--- src/rtl/tpag_pkg.sv ---
// ----------------------------------------------------------------------------
// tpag_pkg
// Shared constants, register indexes and types of the tensor permute
// address generator.
// ----------------------------------------------------------------------------
package tpag_pkg;

   localparam int MAX_DIMS       = 6;
   localparam int EXTENT_BITS    = 8;
   localparam int ADDR_BITS      = 20;
   localparam int MAP_BITS       = 3;
   localparam int DIM_COUNT_BITS = 3;
   localparam int VALUE_BITS     = 64;
   localparam int CSR_INDEX_BITS = 2;
   localparam int MAP_MAX_DIMS   = 8;

   localparam logic [DIM_COUNT_BITS-1:0] DIM_COUNT_RESET = DIM_COUNT_BITS'(2);

   typedef enum logic [CSR_INDEX_BITS-1:0] {
      CSR_DIM_COUNT = 2'd0,
      CSR_WIDTHS    = 2'd1,
      CSR_PERM_MAP  = 2'd2
   } csr_index_type;

   typedef struct packed {
      logic load_term;
      logic clear_digit;
   } term_ctl_type;

   function automatic logic [MAP_BITS*MAP_MAX_DIMS-1:0] identity_map(input int dims);
      logic [MAP_BITS*MAP_MAX_DIMS-1:0] res;
      res = '0;
      for (int i = 0; i < MAP_MAX_DIMS; i++) begin
         if (i < dims) begin
            res[i*MAP_BITS +: MAP_BITS] = MAP_BITS'(i);
         end
      end
      return res;
   endfunction

endpackage

--- src/rtl/tpag_rebuild.sv ---
// ----------------------------------------------------------------------------
// tpag_rebuild
// Configuration sequencer: checks the configuration, computes the output
// strides and reloads the per-dimension address terms with one shared
// multiplier.
// ----------------------------------------------------------------------------
module tpag_rebuild #(
   parameter int MAX_DIMS    = tpag_pkg::MAX_DIMS,
   parameter int EXTENT_BITS = tpag_pkg::EXTENT_BITS,
   parameter int ADDR_BITS   = tpag_pkg::ADDR_BITS
) (
   input  logic                                        clock,
   input  logic                                        reset,
   input  logic                                        cfg_written,
   input  logic [tpag_pkg::DIM_COUNT_BITS-1:0]         dim_count,
   input  logic [MAX_DIMS*EXTENT_BITS-1:0]             widths,
   input  logic [MAX_DIMS*tpag_pkg::MAP_BITS-1:0]      perm,
   input  logic [MAX_DIMS*EXTENT_BITS-1:0]             digits,
   output logic                                        busy,
   output logic                                        cfg_bad,
   output logic [$clog2(MAX_DIMS+1)-1:0]               active_dims,
   output logic [MAX_DIMS*ADDR_BITS-1:0]               strides,
   output tpag_pkg::term_ctl_type                      term_ctl,
   output logic [$clog2(MAX_DIMS)-1:0]                 term_idx,
   output logic [ADDR_BITS-1:0]                        term_value
);

   localparam int DIM_W  = $clog2(MAX_DIMS);
   localparam int CNT_W  = $clog2(MAX_DIMS+1);
   localparam int MB     = tpag_pkg::MAP_BITS;
   localparam int CMP_W  = (CNT_W > MB) ? CNT_W : MB;
   localparam int EXT_W  = EXTENT_BITS + 1;
   localparam int ACC_W  = ADDR_BITS + 1;
   localparam int PROD_W = ACC_W + EXT_W;
   localparam logic [PROD_W-1:0] ADDR_SPACE = PROD_W'(1) << ADDR_BITS;
   localparam logic [DIM_W-1:0]  LAST_DIM   = DIM_W'(MAX_DIMS - 1);

   typedef enum logic [3:0] {
      ST_IDLE   = 4'b0001,
      ST_TOTAL  = 4'b0010,
      ST_STRIDE = 4'b0100,
      ST_TERM   = 4'b1000
   } rb_state_type;

   rb_state_type          state_ff, state_in;
   logic                  start_ff;
   logic [DIM_W-1:0]      k_ff, k_in;
   logic [DIM_W-1:0]      i_ff, i_in;
   logic [ACC_W-1:0]      acc_ff, acc_in;
   logic                  bad_ff, bad_in;
   logic [ADDR_BITS-1:0]  stride_ff [MAX_DIMS];
   logic [ADDR_BITS-1:0]  stride_in;
   logic                  stride_we;

   logic [CNT_W-1:0]      n;
   logic                  range_bad;
   logic                  map_bad;
   logic [EXT_W-1:0]      ext [MAX_DIMS];
   logic [MB-1:0]         map [MAX_DIMS];
   logic [ACC_W-1:0]      mul_a;
   logic [EXT_W-1:0]      mul_b;
   logic [PROD_W-1:0]     prod;
   logic [ADDR_BITS-1:0]  s_next;
   logic                  k_active;
   logic                  i_active;

   always_comb begin
      if (dim_count < tpag_pkg::DIM_COUNT_BITS'(2)) begin
         n         = CNT_W'(2);
         range_bad = 1'b1;
      end else if ({1'b0, dim_count} > (tpag_pkg::DIM_COUNT_BITS+1)'(MAX_DIMS)) begin
         n         = CNT_W'(MAX_DIMS);
         range_bad = 1'b1;
      end else begin
         n         = CNT_W'(dim_count);
         range_bad = 1'b0;
      end
   end

   always_comb begin
      for (int d = 0; d < MAX_DIMS; d++) begin
         ext[d] = {1'b0, widths[d*EXTENT_BITS +: EXTENT_BITS]} + EXT_W'(1);
         map[d] = perm[d*MB +: MB];
      end
   end

   always_comb begin
      map_bad = 1'b0;
      for (int a = 0; a < MAX_DIMS; a++) begin
         if (CNT_W'(a) < n) begin
            if (CMP_W'(map[a]) >= CMP_W'(n)) begin
               map_bad = 1'b1;
            end
            for (int b = 0; b < a; b++) begin
               if (map[b] == map[a]) begin
                  map_bad = 1'b1;
               end
            end
         end
      end
   end

   assign k_active = CNT_W'(k_ff) < n;
   assign i_active = CNT_W'(i_ff) < n;

   always_comb begin
      unique case (state_ff)
         ST_TOTAL, ST_STRIDE: begin
            mul_a = acc_ff;
            mul_b = ext[k_ff];
         end
         ST_TERM: begin
            mul_a = {1'b0, stride_ff[i_ff]};
            mul_b = {1'b0, digits[i_ff*EXTENT_BITS +: EXTENT_BITS]};
         end
         default: begin
            mul_a = '0;
            mul_b = '0;
         end
      endcase
   end

   assign prod = PROD_W'(mul_a) * PROD_W'(mul_b);

   assign s_next = (k_active && (map[k_ff] > map[i_ff])) ? prod[ADDR_BITS-1:0]
                                                        : acc_ff[ADDR_BITS-1:0];

   always_comb begin
      state_in   = state_ff;
      k_in       = k_ff;
      i_in       = i_ff;
      acc_in     = acc_ff;
      bad_in     = bad_ff;
      stride_we  = 1'b0;
      stride_in  = '0;
      term_ctl   = '0;
      term_value = prod[ADDR_BITS-1:0];
      if (start_ff) begin
         state_in = ST_TOTAL;
         k_in     = '0;
         i_in     = '0;
         acc_in   = ACC_W'(1);
         bad_in   = range_bad | map_bad;
      end else begin
         unique case (state_ff)
            ST_IDLE: begin
            end
            ST_TOTAL: begin
               if (prod > ADDR_SPACE) begin
                  bad_in   = 1'b1;
                  state_in = ST_STRIDE;
                  k_in     = '0;
                  acc_in   = ACC_W'(1);
               end else if (CNT_W'(k_ff) == n - CNT_W'(1)) begin
                  state_in = ST_STRIDE;
                  k_in     = '0;
                  acc_in   = ACC_W'(1);
               end else begin
                  acc_in = prod[ACC_W-1:0];
                  k_in   = k_ff + DIM_W'(1);
               end
            end
            ST_STRIDE: begin
               if (k_ff == LAST_DIM) begin
                  stride_we = 1'b1;
                  stride_in = i_active ? s_next : '0;
                  state_in  = ST_TERM;
               end else begin
                  acc_in = {1'b0, s_next};
                  k_in   = k_ff + DIM_W'(1);
               end
            end
            ST_TERM: begin
               term_ctl.load_term   = 1'b1;
               term_ctl.clear_digit = !i_active;
               if (i_ff == LAST_DIM) begin
                  state_in = ST_IDLE;
               end else begin
                  state_in = ST_STRIDE;
                  i_in     = i_ff + DIM_W'(1);
                  k_in     = '0;
                  acc_in   = ACC_W'(1);
               end
            end
            default: begin
               state_in = ST_IDLE;
            end
         endcase
      end
   end

   always_ff @(posedge clock) begin
      if (reset) begin
         state_ff <= ST_IDLE;
         start_ff <= 1'b1;
         bad_ff   <= 1'b0;
         k_ff     <= '0;
         i_ff     <= '0;
      end else begin
         state_ff <= state_in;
         start_ff <= cfg_written;
         bad_ff   <= bad_in;
         k_ff     <= k_in;
         i_ff     <= i_in;
      end
   end

   always_ff @(posedge clock) begin
      acc_ff <= acc_in;
      if (stride_we) begin
         stride_ff[i_ff] <= stride_in;
      end
   end

   always_comb begin
      for (int d = 0; d < MAX_DIMS; d++) begin
         strides[d*ADDR_BITS +: ADDR_BITS] = stride_ff[d];
      end
   end

   assign busy        = start_ff || (state_ff != ST_IDLE);
   assign cfg_bad     = bad_ff;
   assign active_dims = n;
   assign term_idx    = i_ff;

endmodule

--- src/rtl/tpag_odometer.sv ---
// ----------------------------------------------------------------------------
// tpag_odometer
// Per-dimension index digits and address terms. One step advances the
// odometer and returns the address and last flag of the current element.
// ----------------------------------------------------------------------------
module tpag_odometer #(
   parameter int MAX_DIMS    = tpag_pkg::MAX_DIMS,
   parameter int EXTENT_BITS = tpag_pkg::EXTENT_BITS,
   parameter int ADDR_BITS   = tpag_pkg::ADDR_BITS
) (
   input  logic                               clock,
   input  logic                               reset,
   input  logic                               step,
   input  logic                               restart,
   input  logic [$clog2(MAX_DIMS+1)-1:0]      active_dims,
   input  logic [MAX_DIMS*EXTENT_BITS-1:0]    widths,
   input  logic [MAX_DIMS*ADDR_BITS-1:0]      strides,
   input  tpag_pkg::term_ctl_type             term_ctl,
   input  logic [$clog2(MAX_DIMS)-1:0]        term_idx,
   input  logic [ADDR_BITS-1:0]               term_value,
   output logic [MAX_DIMS*EXTENT_BITS-1:0]    digits,
   output logic [ADDR_BITS-1:0]               dest,
   output logic                               last
);

   localparam int CNT_W = $clog2(MAX_DIMS+1);

   logic [EXTENT_BITS-1:0] digit_ff [MAX_DIMS];
   logic [EXTENT_BITS-1:0] digit_in [MAX_DIMS];
   logic [ADDR_BITS-1:0]   term_ff  [MAX_DIMS];
   logic [ADDR_BITS-1:0]   term_in  [MAX_DIMS];
   logic [EXTENT_BITS-1:0] cur_digit [MAX_DIMS];
   logic [ADDR_BITS-1:0]   cur_term  [MAX_DIMS];
   logic [MAX_DIMS-1:0]    active;
   logic [MAX_DIMS-1:0]    at_max;
   logic [MAX_DIMS-1:0]    carry;

   always_comb begin
      for (int d = 0; d < MAX_DIMS; d++) begin
         cur_digit[d] = restart ? '0 : digit_ff[d];
         cur_term[d]  = restart ? '0 : term_ff[d];
         active[d]    = CNT_W'(d) < active_dims;
         at_max[d]    = !active[d] ||
                        (cur_digit[d] >= widths[d*EXTENT_BITS +: EXTENT_BITS]);
      end
   end

   always_comb begin
      carry[MAX_DIMS-1] = 1'b1;
      for (int d = MAX_DIMS - 2; d >= 0; d--) begin
         carry[d] = carry[d+1] & at_max[d+1];
      end
   end

   assign last = carry[0] & at_max[0];

   always_comb begin
      dest = '0;
      for (int d = 0; d < MAX_DIMS; d++) begin
         dest = dest + cur_term[d];
      end
   end

   always_comb begin
      for (int d = 0; d < MAX_DIMS; d++) begin
         digit_in[d] = cur_digit[d];
         term_in[d]  = cur_term[d];
         if (active[d] && carry[d]) begin
            if (at_max[d]) begin
               digit_in[d] = '0;
               term_in[d]  = '0;
            end else begin
               digit_in[d] = cur_digit[d] + EXTENT_BITS'(1);
               term_in[d]  = cur_term[d] + strides[d*ADDR_BITS +: ADDR_BITS];
            end
         end
      end
   end

   always_ff @(posedge clock) begin
      if (reset) begin
         for (int d = 0; d < MAX_DIMS; d++) begin
            digit_ff[d] <= '0;
            term_ff[d]  <= '0;
         end
      end else if (step) begin
         for (int d = 0; d < MAX_DIMS; d++) begin
            digit_ff[d] <= digit_in[d];
            term_ff[d]  <= term_in[d];
         end
      end else if (term_ctl.load_term) begin
         term_ff[term_idx] <= term_value;
         if (term_ctl.clear_digit) begin
            digit_ff[term_idx] <= '0;
         end
      end
   end

   always_comb begin
      for (int d = 0; d < MAX_DIMS; d++) begin
         digits[d*EXTENT_BITS +: EXTENT_BITS] = digit_ff[d];
      end
   end

endmodule

--- src/rtl/tensor_permute_address_gen.sv ---
// ----------------------------------------------------------------------------
// tensor_permute_address_gen
// Streaming address generator for an N-dimensional tensor transpose.
// An accepted beat's result is registered and offered in the cycle after it.
// Throughput: one beat per cycle, set by the odometer carry chain, while the
// sequencer is idle and the output is not stalled. After reset and after each
// register write the stride sequencer runs, one multiply a cycle, and the
// input is held off meanwhile.
// Reset is synchronous and active high; registers return to two dimensions,
// unit extents and the identity map.
// ----------------------------------------------------------------------------
module tensor_permute_address_gen #(
   parameter int MAX_DIMS    = tpag_pkg::MAX_DIMS,
   parameter int EXTENT_BITS = tpag_pkg::EXTENT_BITS,
   parameter int ADDR_BITS   = tpag_pkg::ADDR_BITS
) (
   input  logic                                            clock,
   input  logic                                            reset,
   // tdata: element_value
   input  logic [tpag_pkg::VALUE_BITS-1:0]                 req_tdata,
   // tuser: restart
   input  logic                                            req_tuser,
   input  logic                                            req_tvalid,
   output logic                                            req_tready,
   // tdata: dest_address, value_out, zero fill
   output logic [((ADDR_BITS+tpag_pkg::VALUE_BITS+7)/8)*8-1:0] rsp_tdata,
   // tuser: config_error
   output logic                                            rsp_tuser,
   output logic                                            rsp_tlast,
   output logic                                            rsp_tvalid,
   input  logic                                            rsp_tready,
   input  logic                                            csr_we,
   input  logic [tpag_pkg::CSR_INDEX_BITS-1:0]             csr_index,
   input  logic [((MAX_DIMS*EXTENT_BITS > MAX_DIMS*tpag_pkg::MAP_BITS) ?
                  MAX_DIMS*EXTENT_BITS : MAX_DIMS*tpag_pkg::MAP_BITS)-1:0] csr_wdata
);

   localparam int WID_W   = MAX_DIMS * EXTENT_BITS;
   localparam int PERM_W  = MAX_DIMS * tpag_pkg::MAP_BITS;
   localparam int DC_W    = tpag_pkg::DIM_COUNT_BITS;
   localparam int VAL_W   = tpag_pkg::VALUE_BITS;
   localparam int RDATA_W = ((ADDR_BITS + VAL_W + 7) / 8) * 8;
   localparam int PAD_W   = RDATA_W - ADDR_BITS - VAL_W;
   localparam logic [PERM_W-1:0] PERM_RESET =
      PERM_W'(tpag_pkg::identity_map(MAX_DIMS));

   logic [DC_W-1:0]              dim_count_ff;
   logic [WID_W-1:0]             widths_ff;
   logic [PERM_W-1:0]            perm_ff;
   logic                         cfg_written;

   logic                         busy;
   logic                         cfg_bad;
   logic [$clog2(MAX_DIMS+1)-1:0] active_dims;
   logic [MAX_DIMS*ADDR_BITS-1:0] strides;
   tpag_pkg::term_ctl_type       term_ctl;
   logic [$clog2(MAX_DIMS)-1:0]  term_idx;
   logic [ADDR_BITS-1:0]         term_value;
   logic [WID_W-1:0]             digits;
   logic [ADDR_BITS-1:0]         dest;
   logic                         last;

   logic                         accept;
   logic                         rsp_valid_ff, rsp_valid_in;
   logic [ADDR_BITS-1:0]         dest_ff;
   logic [VAL_W-1:0]             value_ff;
   logic                         last_ff;
   logic                         err_ff;

   always_comb begin
      cfg_written = 1'b0;
      if (csr_we) begin
         unique case (csr_index)
            tpag_pkg::CSR_DIM_COUNT,
            tpag_pkg::CSR_WIDTHS,
            tpag_pkg::CSR_PERM_MAP: cfg_written = 1'b1;
            default:                cfg_written = 1'b0;
         endcase
      end
   end

   always_ff @(posedge clock) begin
      if (reset) begin
         dim_count_ff <= tpag_pkg::DIM_COUNT_RESET;
         widths_ff    <= '0;
         perm_ff      <= PERM_RESET;
      end else if (csr_we) begin
         unique case (csr_index)
            tpag_pkg::CSR_DIM_COUNT: dim_count_ff <= csr_wdata[DC_W-1:0];
            tpag_pkg::CSR_WIDTHS:    widths_ff    <= csr_wdata[WID_W-1:0];
            tpag_pkg::CSR_PERM_MAP:  perm_ff      <= csr_wdata[PERM_W-1:0];
            default: begin
            end
         endcase
      end
   end

   tpag_rebuild #(
      .MAX_DIMS    (MAX_DIMS),
      .EXTENT_BITS (EXTENT_BITS),
      .ADDR_BITS   (ADDR_BITS)
   ) u_rebuild (
      .clock       (clock),
      .reset       (reset),
      .cfg_written (cfg_written),
      .dim_count   (dim_count_ff),
      .widths      (widths_ff),
      .perm        (perm_ff),
      .digits      (digits),
      .busy        (busy),
      .cfg_bad     (cfg_bad),
      .active_dims (active_dims),
      .strides     (strides),
      .term_ctl    (term_ctl),
      .term_idx    (term_idx),
      .term_value  (term_value)
   );

   tpag_odometer #(
      .MAX_DIMS    (MAX_DIMS),
      .EXTENT_BITS (EXTENT_BITS),
      .ADDR_BITS   (ADDR_BITS)
   ) u_odometer (
      .clock       (clock),
      .reset       (reset),
      .step        (accept),
      .restart     (req_tuser),
      .active_dims (active_dims),
      .widths      (widths_ff),
      .strides     (strides),
      .term_ctl    (term_ctl),
      .term_idx    (term_idx),
      .term_value  (term_value),
      .digits      (digits),
      .dest        (dest),
      .last        (last)
   );

   assign req_tready   = !busy && (!rsp_valid_ff || rsp_tready);
   assign accept       = req_tvalid && req_tready;
   assign rsp_valid_in = accept || (rsp_valid_ff && !rsp_tready);

   always_ff @(posedge clock) begin
      if (reset) begin
         rsp_valid_ff <= 1'b0;
      end else begin
         rsp_valid_ff <= rsp_valid_in;
      end
   end

   always_ff @(posedge clock) begin
      if (accept) begin
         dest_ff  <= dest;
         value_ff <= req_tdata;
         last_ff  <= last;
         err_ff   <= cfg_bad;
      end
   end

   assign rsp_tvalid = rsp_valid_ff;
   assign rsp_tdata  = {{PAD_W{1'b0}}, value_ff, dest_ff};
   assign rsp_tlast  = last_ff;
   assign rsp_tuser  = err_ff;

`ifndef SYNTHESIS
   a_cfg_holds_input: assert property (@(posedge clock) disable iff (reset)
      (csr_we && (csr_index == tpag_pkg::CSR_DIM_COUNT ||
                  csr_index == tpag_pkg::CSR_WIDTHS ||
                  csr_index == tpag_pkg::CSR_PERM_MAP)) |=> !req_tready)
      else $error("input accepted right after a register write");

   a_restart_zero_addr: assert property (@(posedge clock) disable iff (reset)
      (accept && req_tuser) |=> (rsp_tvalid && dest_ff == '0))
      else $error("restarted element did not get address zero");

   a_reset_rebuilds: assert property (@(posedge clock)
      $fell(reset) |-> !req_tready)
      else $error("input accepted before the strides were built");
`endif

endmodule
--- config.mk ---
export PLATFORM = sky130hd
export DESIGN_NAME = tensor_permute_address_gen
export DESIGN_NICKNAME = d
export VERILOG_FILES = /design/src/rtl/tpag_pkg.sv /design/src/rtl/tpag_rebuild.sv /design/src/rtl/tpag_odometer.sv /design/src/rtl/tensor_permute_address_gen.sv
export SDC_FILE = /design/constraint.sdc
export NUM_CORES = 2
export LEC_CHECK = 0
export ABC_CLOCK_PERIOD_IN_PS = 15400
export BUFFER_PORTS_ARGS = -buffer_cell sky130_fd_sc_hd__buf_2
export CAP_MARGIN = 20
export CORE_ASPECT_RATIO = 1.75
export CORE_MARGIN = 4
export CORE_UTILIZATION = 55
export DETAILED_ROUTE_END_ITERATION = 10
export PLACE_DENSITY = 0.77
export SLEW_MARGIN = 20
export SYNTH_ARGS = -nofsm -noshare
export SYNTH_HDL_FRONTEND = slang
export SYNTH_SLANG_ARGS = --single-unit
--- constraint.sdc ---
create_clock -name clock -period 15.4 [get_ports clock]
set_clock_uncertainty 0.15 [all_clocks]
set_input_delay 2.31 -clock clock [delete_from_list [all_inputs] [get_ports clock]]
set_output_delay 2.31 -clock clock [all_outputs]
set_load 0.03 [all_outputs]
; ---- Yosys cells after proc, flatten, opt, wreduce, memory -nomap -nowiden
; Memory sizes are Yosys's and may differ from the RTL's. A register that Yosys moved wholly into a read port is not among the register bits.
; Cells that the tools add are included.
[classes]
add_sub_neg = 26
n_mul = 1
n_lt_le_gt_ge = 26
eq_ne = 32
shifts = 1
n_mux = 145
bitwise_logic = 22
n_reduce_logical = 45
[ops]
columns = op, n
row1 = two-way mux 20 bit, 30
row2 = adder 20 bit, 11
row3 = two-way mux 8 bit, 25
row4 = two-way mux 21 bit, 4
row5 = one-hot mux 21 bit (3 select lines), 1
row6 = two-way mux 1 bit, 55
row7 = adder 8 x 1 -> 9 bit (second input constant), 6
row8 = adder 8 x 1 -> 8 bit (second input constant), 6
row9 = equality test 3 bit, 16
row10 = >= comparator 8 bit, 6
row11 = indexed part select 48 x 7 -> 8 bit, 1
row12 = two-way mux 3 bit, 15
row13 = one-hot mux 21 bit (2 select lines), 1
row14 = > comparator 30 x 21 -> 1 bit (second input constant), 1
row15 = multiplier 21 x 9 -> 30 bit, 1
row16 = binary-select mux 9 bit (select 3 bit), 1
row17 = OR reduction 20 bit, 1
row18 = binary-select mux 3 bit (select 3 bit), 2
row19 = >= comparator 3 bit, 6
row20 = two-way mux 9 bit, 2
row21 = one-hot mux 9 bit (2 select lines), 1
row22 = one-hot mux 4 bit (4 select lines), 1
row23 = OR 1 bit, 13
row24 = two-way mux 4 bit, 3
row25 = other kinds (37), 89
[totals]
regBits = 189
ram_bits = 288
in_bits = 120
out_inout_bits = 92
elab_cells = 316
mem_count = 3
[mem_list]
columns = name, words, word_bits, read_ports, rd_ports_with_merged_regs, wr, line_no
row1 = u_odometer.term_ff, 6, 20, 6, 0, 6, tpag_odometer.sv:30  ; logic [ADDR_BITS-1:0] term_ff [MAX_DIMS];
row2 = u_rebuild.stride_ff, 6, 20, 7, 1, 1, tpag_rebuild.sv:51  ; logic [ADDR_BITS-1:0] stride_ff [MAX_DIMS];
row3 = u_odometer.digit_ff, 6, 8, 6, 0, 6, tpag_odometer.sv:28  ; logic [EXTENT_BITS-1:0] digit_ff [MAX_DIMS];

; ---- Depth between registers and ports, before layout
[logic_depth]
depth_word = 33
depth_mapped = 31
depth_no_buf = 29

; ---- By module
; From an unflattened synthesis, not the netlist that was laid out.
[unflattened]
hier_cells = 4320
area_unflattened_um2 = 41711.3
[by_module_without_submodules]
columns = mod, instances, cells_each, area_each_um2, seq_area_each_um2
row1 = tpag_odometer, 1, 2222, 18766.7, 4564.4
row2 = tpag_rebuild, 1, 1710, 17301.6, 5525.3
row3 = tensor_permute_address_gen, 1, 388, 5642.9, 3983.8

; ---- Worst setup path after synthesis
; No wires, ideal clock.
[synth_timing]
kind = flip-flop to flip-flop
from = reg with a tool-made name
to = reg u_rebuild.acc_ff[15]
setup_time_ns = 0.149
arrival_ns = 7.582
required_time_ns = 15.101
slack_ns = 7.519
stages_incl_launch_ff = 29
path_buffers = 5
synth_period_minus_slack_ns = 7.881
cell_sequence = dfxtp_1 > buf_2 > buf_1 > buf_1 > mux4_2 > mux2i_1 > nor2_1 > a21oi_1 > nor2_1 > fa_1 > inv_1 > fa_1 > inv_1 > fa_1 > inv_1 > fa_1 > inv_1 > ha_1 > a21o_1 > a221oi_2 > a21oi_1 > a221oi_1 > nor4_1 > a41oi_1 > nor4bb_1 > buf_2 > a31oi_1 > buf_4 > o21ai_1
[synth_rtl]
columns = item, line_no
row1 = end signal: assignment, tpag_rebuild.sv:209  ; acc_ff <= acc_in;
row2 = end: declaration, tpag_rebuild.sv:49  ; logic [ACC_W-1:0] acc_ff, acc_in;

==> impl_metrics.yaml <==
timing:
  fmax_ghz: 0.104
  slew_viol_final: 0
  rsz0062_at_grt: "no"
  slew_headroom_pct: 18.3
  period_minus_slack_ns: 9.62
  finalHoldViolations: 0
  finalSetupViolCount: 0
  fin_crit_sh_pct: 62.4
  tns_ns: 0
  worstMarginPinSlew_ns: 1.22
place:
  gp_congestion: 1.05
  place_area_um2: 42300
  dp_hpwl_mm: 108
  placed_cells: 5252
  port_buffers: 207
floorplan:
  io-pin-count: 212
  die_area_um2: 77300
  fp.dieW_um: 212
  coreArea_um2: 72100
  die_y_um: 365
  initial_utilization_pct: 55.6
  row_count: 130
clock_tree:
  clock_path_buffers: 3
  hold_buffers: 0
  cts.clk_slew.worst_paths_ns: 0.07
  cts_made_buffers: 52
  root_buffer: "clkbuf_16"
  cts.sinks: 520
  htreeDepth: 2
  cts_tree: "yes"
  clkLatencyLatePin_ns: 0.67
  cts_resized: 0
  post_cts_buffers: 0
setup_path:
  critPathLaunchType: "register"
  arrival_ns: 10.05
  end_kind: "register"
  path_max_fanout: 40
  critical_path_class: "register to register"
  crit_required_ns: 15.83
synth:
  syn_inst: 4223
  synth_top_family_by_area: "adder cells"
  ys_seq_area_share_pct: 35.2
  synth-simple-area-share_pct: 15.6
  synthArstFlopShare_pct: 0
  ys.flop_type: "edfxtp_1"
  ys_warn_count: 0
  synth_compound_area_share_pct: 14.5
  syn_avg_cell_area_um2: 9.48
  synth_top_area_cell: "edfxtp_1"
  synth_top_cell_area_share_pct: 27.5
  synthAdderAreaFrac_pct: 19.3
  yosysUniqueCellTypes: 84
  synth_seq_cells: 520
  synth_edf_count: 366
  synth-xor-area-share_pct: 4.86
  synth_mux_area_share_pct: 4.68
  ys_top_cells_by_area: "edfxtp_1 (27%), fa_1 (11%), ha_1 (8.6%)"
  syn-cell-area_um2: 40000
cells_and_area:
  final_cell_mix: "nand2_1 (441), inv_1 (430), edfxtp_1 (366)"
  diodes: 0
  final_layout_size_suffix_gt1_share_pct: 11.5
  stdcell_area_um2: 44000
  layout.cells.non_filler: 5350
  area_growth_pct: 9.94
  final_common_cell: "nand2_1"
  final_nets: 4992
global_route:
  grt_pass1_vias: 34800
  grt_antenna_before_repair: 0
  grt_max_degree: 72
  grt_overflow: 0
  grt_usage_pct: 36.1
  grt_first_pass_wirelength_mm: 208
power_and_ir_drop:
  irDropWorstVdd_mv: 0.0911
  leakage_nw: 18.7
  power.density_nw_per_um2: 76.2
job:
  cap_violations: 0
detailed_routing:
  via_count: 34200
  dr.pass1.iters: 9
  drt_wl_total_mm: 142
  drtAntennaViolNets: 0
  drc: 0
  viasPerCell: 6.39
  wl_per_cell_um: 26.5
  drt_iter0_markers: 3260
worst_hold_path:
  min_path_type: "register to register"
outcome:
  status: "complete, no violations"
critical path, cell delays in order (launching register included):
cell      delay (ns)
dfxtp_2         0.31
buf_4           0.65
mux4_2          0.61
mux2i_1         0.37
nor2_1          0.07
a21oi_1         0.86
inv_1           0.20
nand2_1         0.14
fa_1            0.42
inv_1           0.08
fa_1            0.44
fa_1            0.55
inv_1           0.05
fa_1            0.47
inv_1           0.04
ha_1            0.34
a21o_1          0.21
a221oi_2        0.38
a21oi_1         0.29
xnor2_1         0.81
nand3_1         0.25
nor4_1          0.31
a41oi_1         0.23
nor4bb_1        0.33
buf_4           0.22
a31oi_2         0.35
o21ai_0         0.29
synthesized netlist by cell type, types with 31 or more instances:
cell,n
nand2_1,444
inv_1,430
edfxtp_1,366
nor2_1,366
a21oi_1,276
ha_1,275
fa_1,215
o21ai_0,179
xnor2_1,156
dfxtp_1,154
nor2b_1,147
clkbuf_1,141
nor3_1,90
nand3_1,75
xor2_1,66
o22ai_1,60
a21o_1,56
mux4_2,55
and3_1,53
mux2i_1,51
a31oi_1,49
a22oi_1,45
nand2b_1,39
buf_1,31
area by class of cell:
class / instances / area (um^2)
flip-flops and latches: 520 / 14100
clock buffers: 65 / 1430
clock inverters: 33 / 293
fillers: 6213 / 28000
repair buffers: 284 / 1620
multi-input cells: 3088 / 23800
well taps: 924 / 1160
inverters: 436 / 1640
sequential cells by signal, indices dropped and copies added (netlist names), named ones only:
name / count
dest_ff: 20
dim_count_ff: 3
perm_ff: 18
rsp_tlast: 1
rsp_tuser: 1
rsp_tvalid: 1
u_odometer.digit_ff: 48
u_odometer.term_ff: 120
u_rebuild.acc_ff: 21
u_rebuild.cfg_bad: 1
u_rebuild.k_ff: 3
u_rebuild.start_ff: 1
u_rebuild.state_ff: 4
u_rebuild.stride_ff: 160
u_rebuild.term_idx: 3
value_ff: 64
widths_ff: 48
through the flow:
stage	util (%)	total power, mW	setup WS, ns	hold slack (ns)
floorplan	-	1.89	7.52	0.282
global route	61.1	3.46	5.38	0.324
finish	61.1	3.35	5.78	0.306
CTS	61.1	3.35	5.91	0.305
global placement	58.7	2.05	6.03	0.293
detailed placement	58.7	2.06	5.90	0.297
worst paths after layout:
kind	startpoint	endpoint	slack [ns]	cells past startpoint
worst min register to register	widths_ff[44]	widths_ff[44]	0.31	2
worst max register to register	register	u_rebuild.acc_ff[6]	5.78	26
worst min-delay path	widths_ff[44]	widths_ff[44]	0.31	2
worst max-delay path	register	u_rebuild.acc_ff[6]	5.78	26
logic make-up after synthesis:
logic type	count (synthesis)
and+or+nand+nor	1340
AOI/OAI and AO/OA	915
buffers and inverters	618
DFF	520
adders and majority gates	490
xor gates and xnor gates	222
muxes	117
other	1
report_power, final:
part,switching [mW],internal [mW],leakage [nW]
registers,0.0209,1.53,5.01
logic,0.314,0.171,12.8
clock network,0.617,0.701,0.840
routing by layer:
layer	up-vias	GRT usage, %	wire length, um
met1	16200	35.0	43000
met3	828	7.09	11600
li1	15100	-	-
met4	0	37.7	19300
met5	-	0	0
met2	1989	61.1	67600
(Power assumes the default switching activity.)
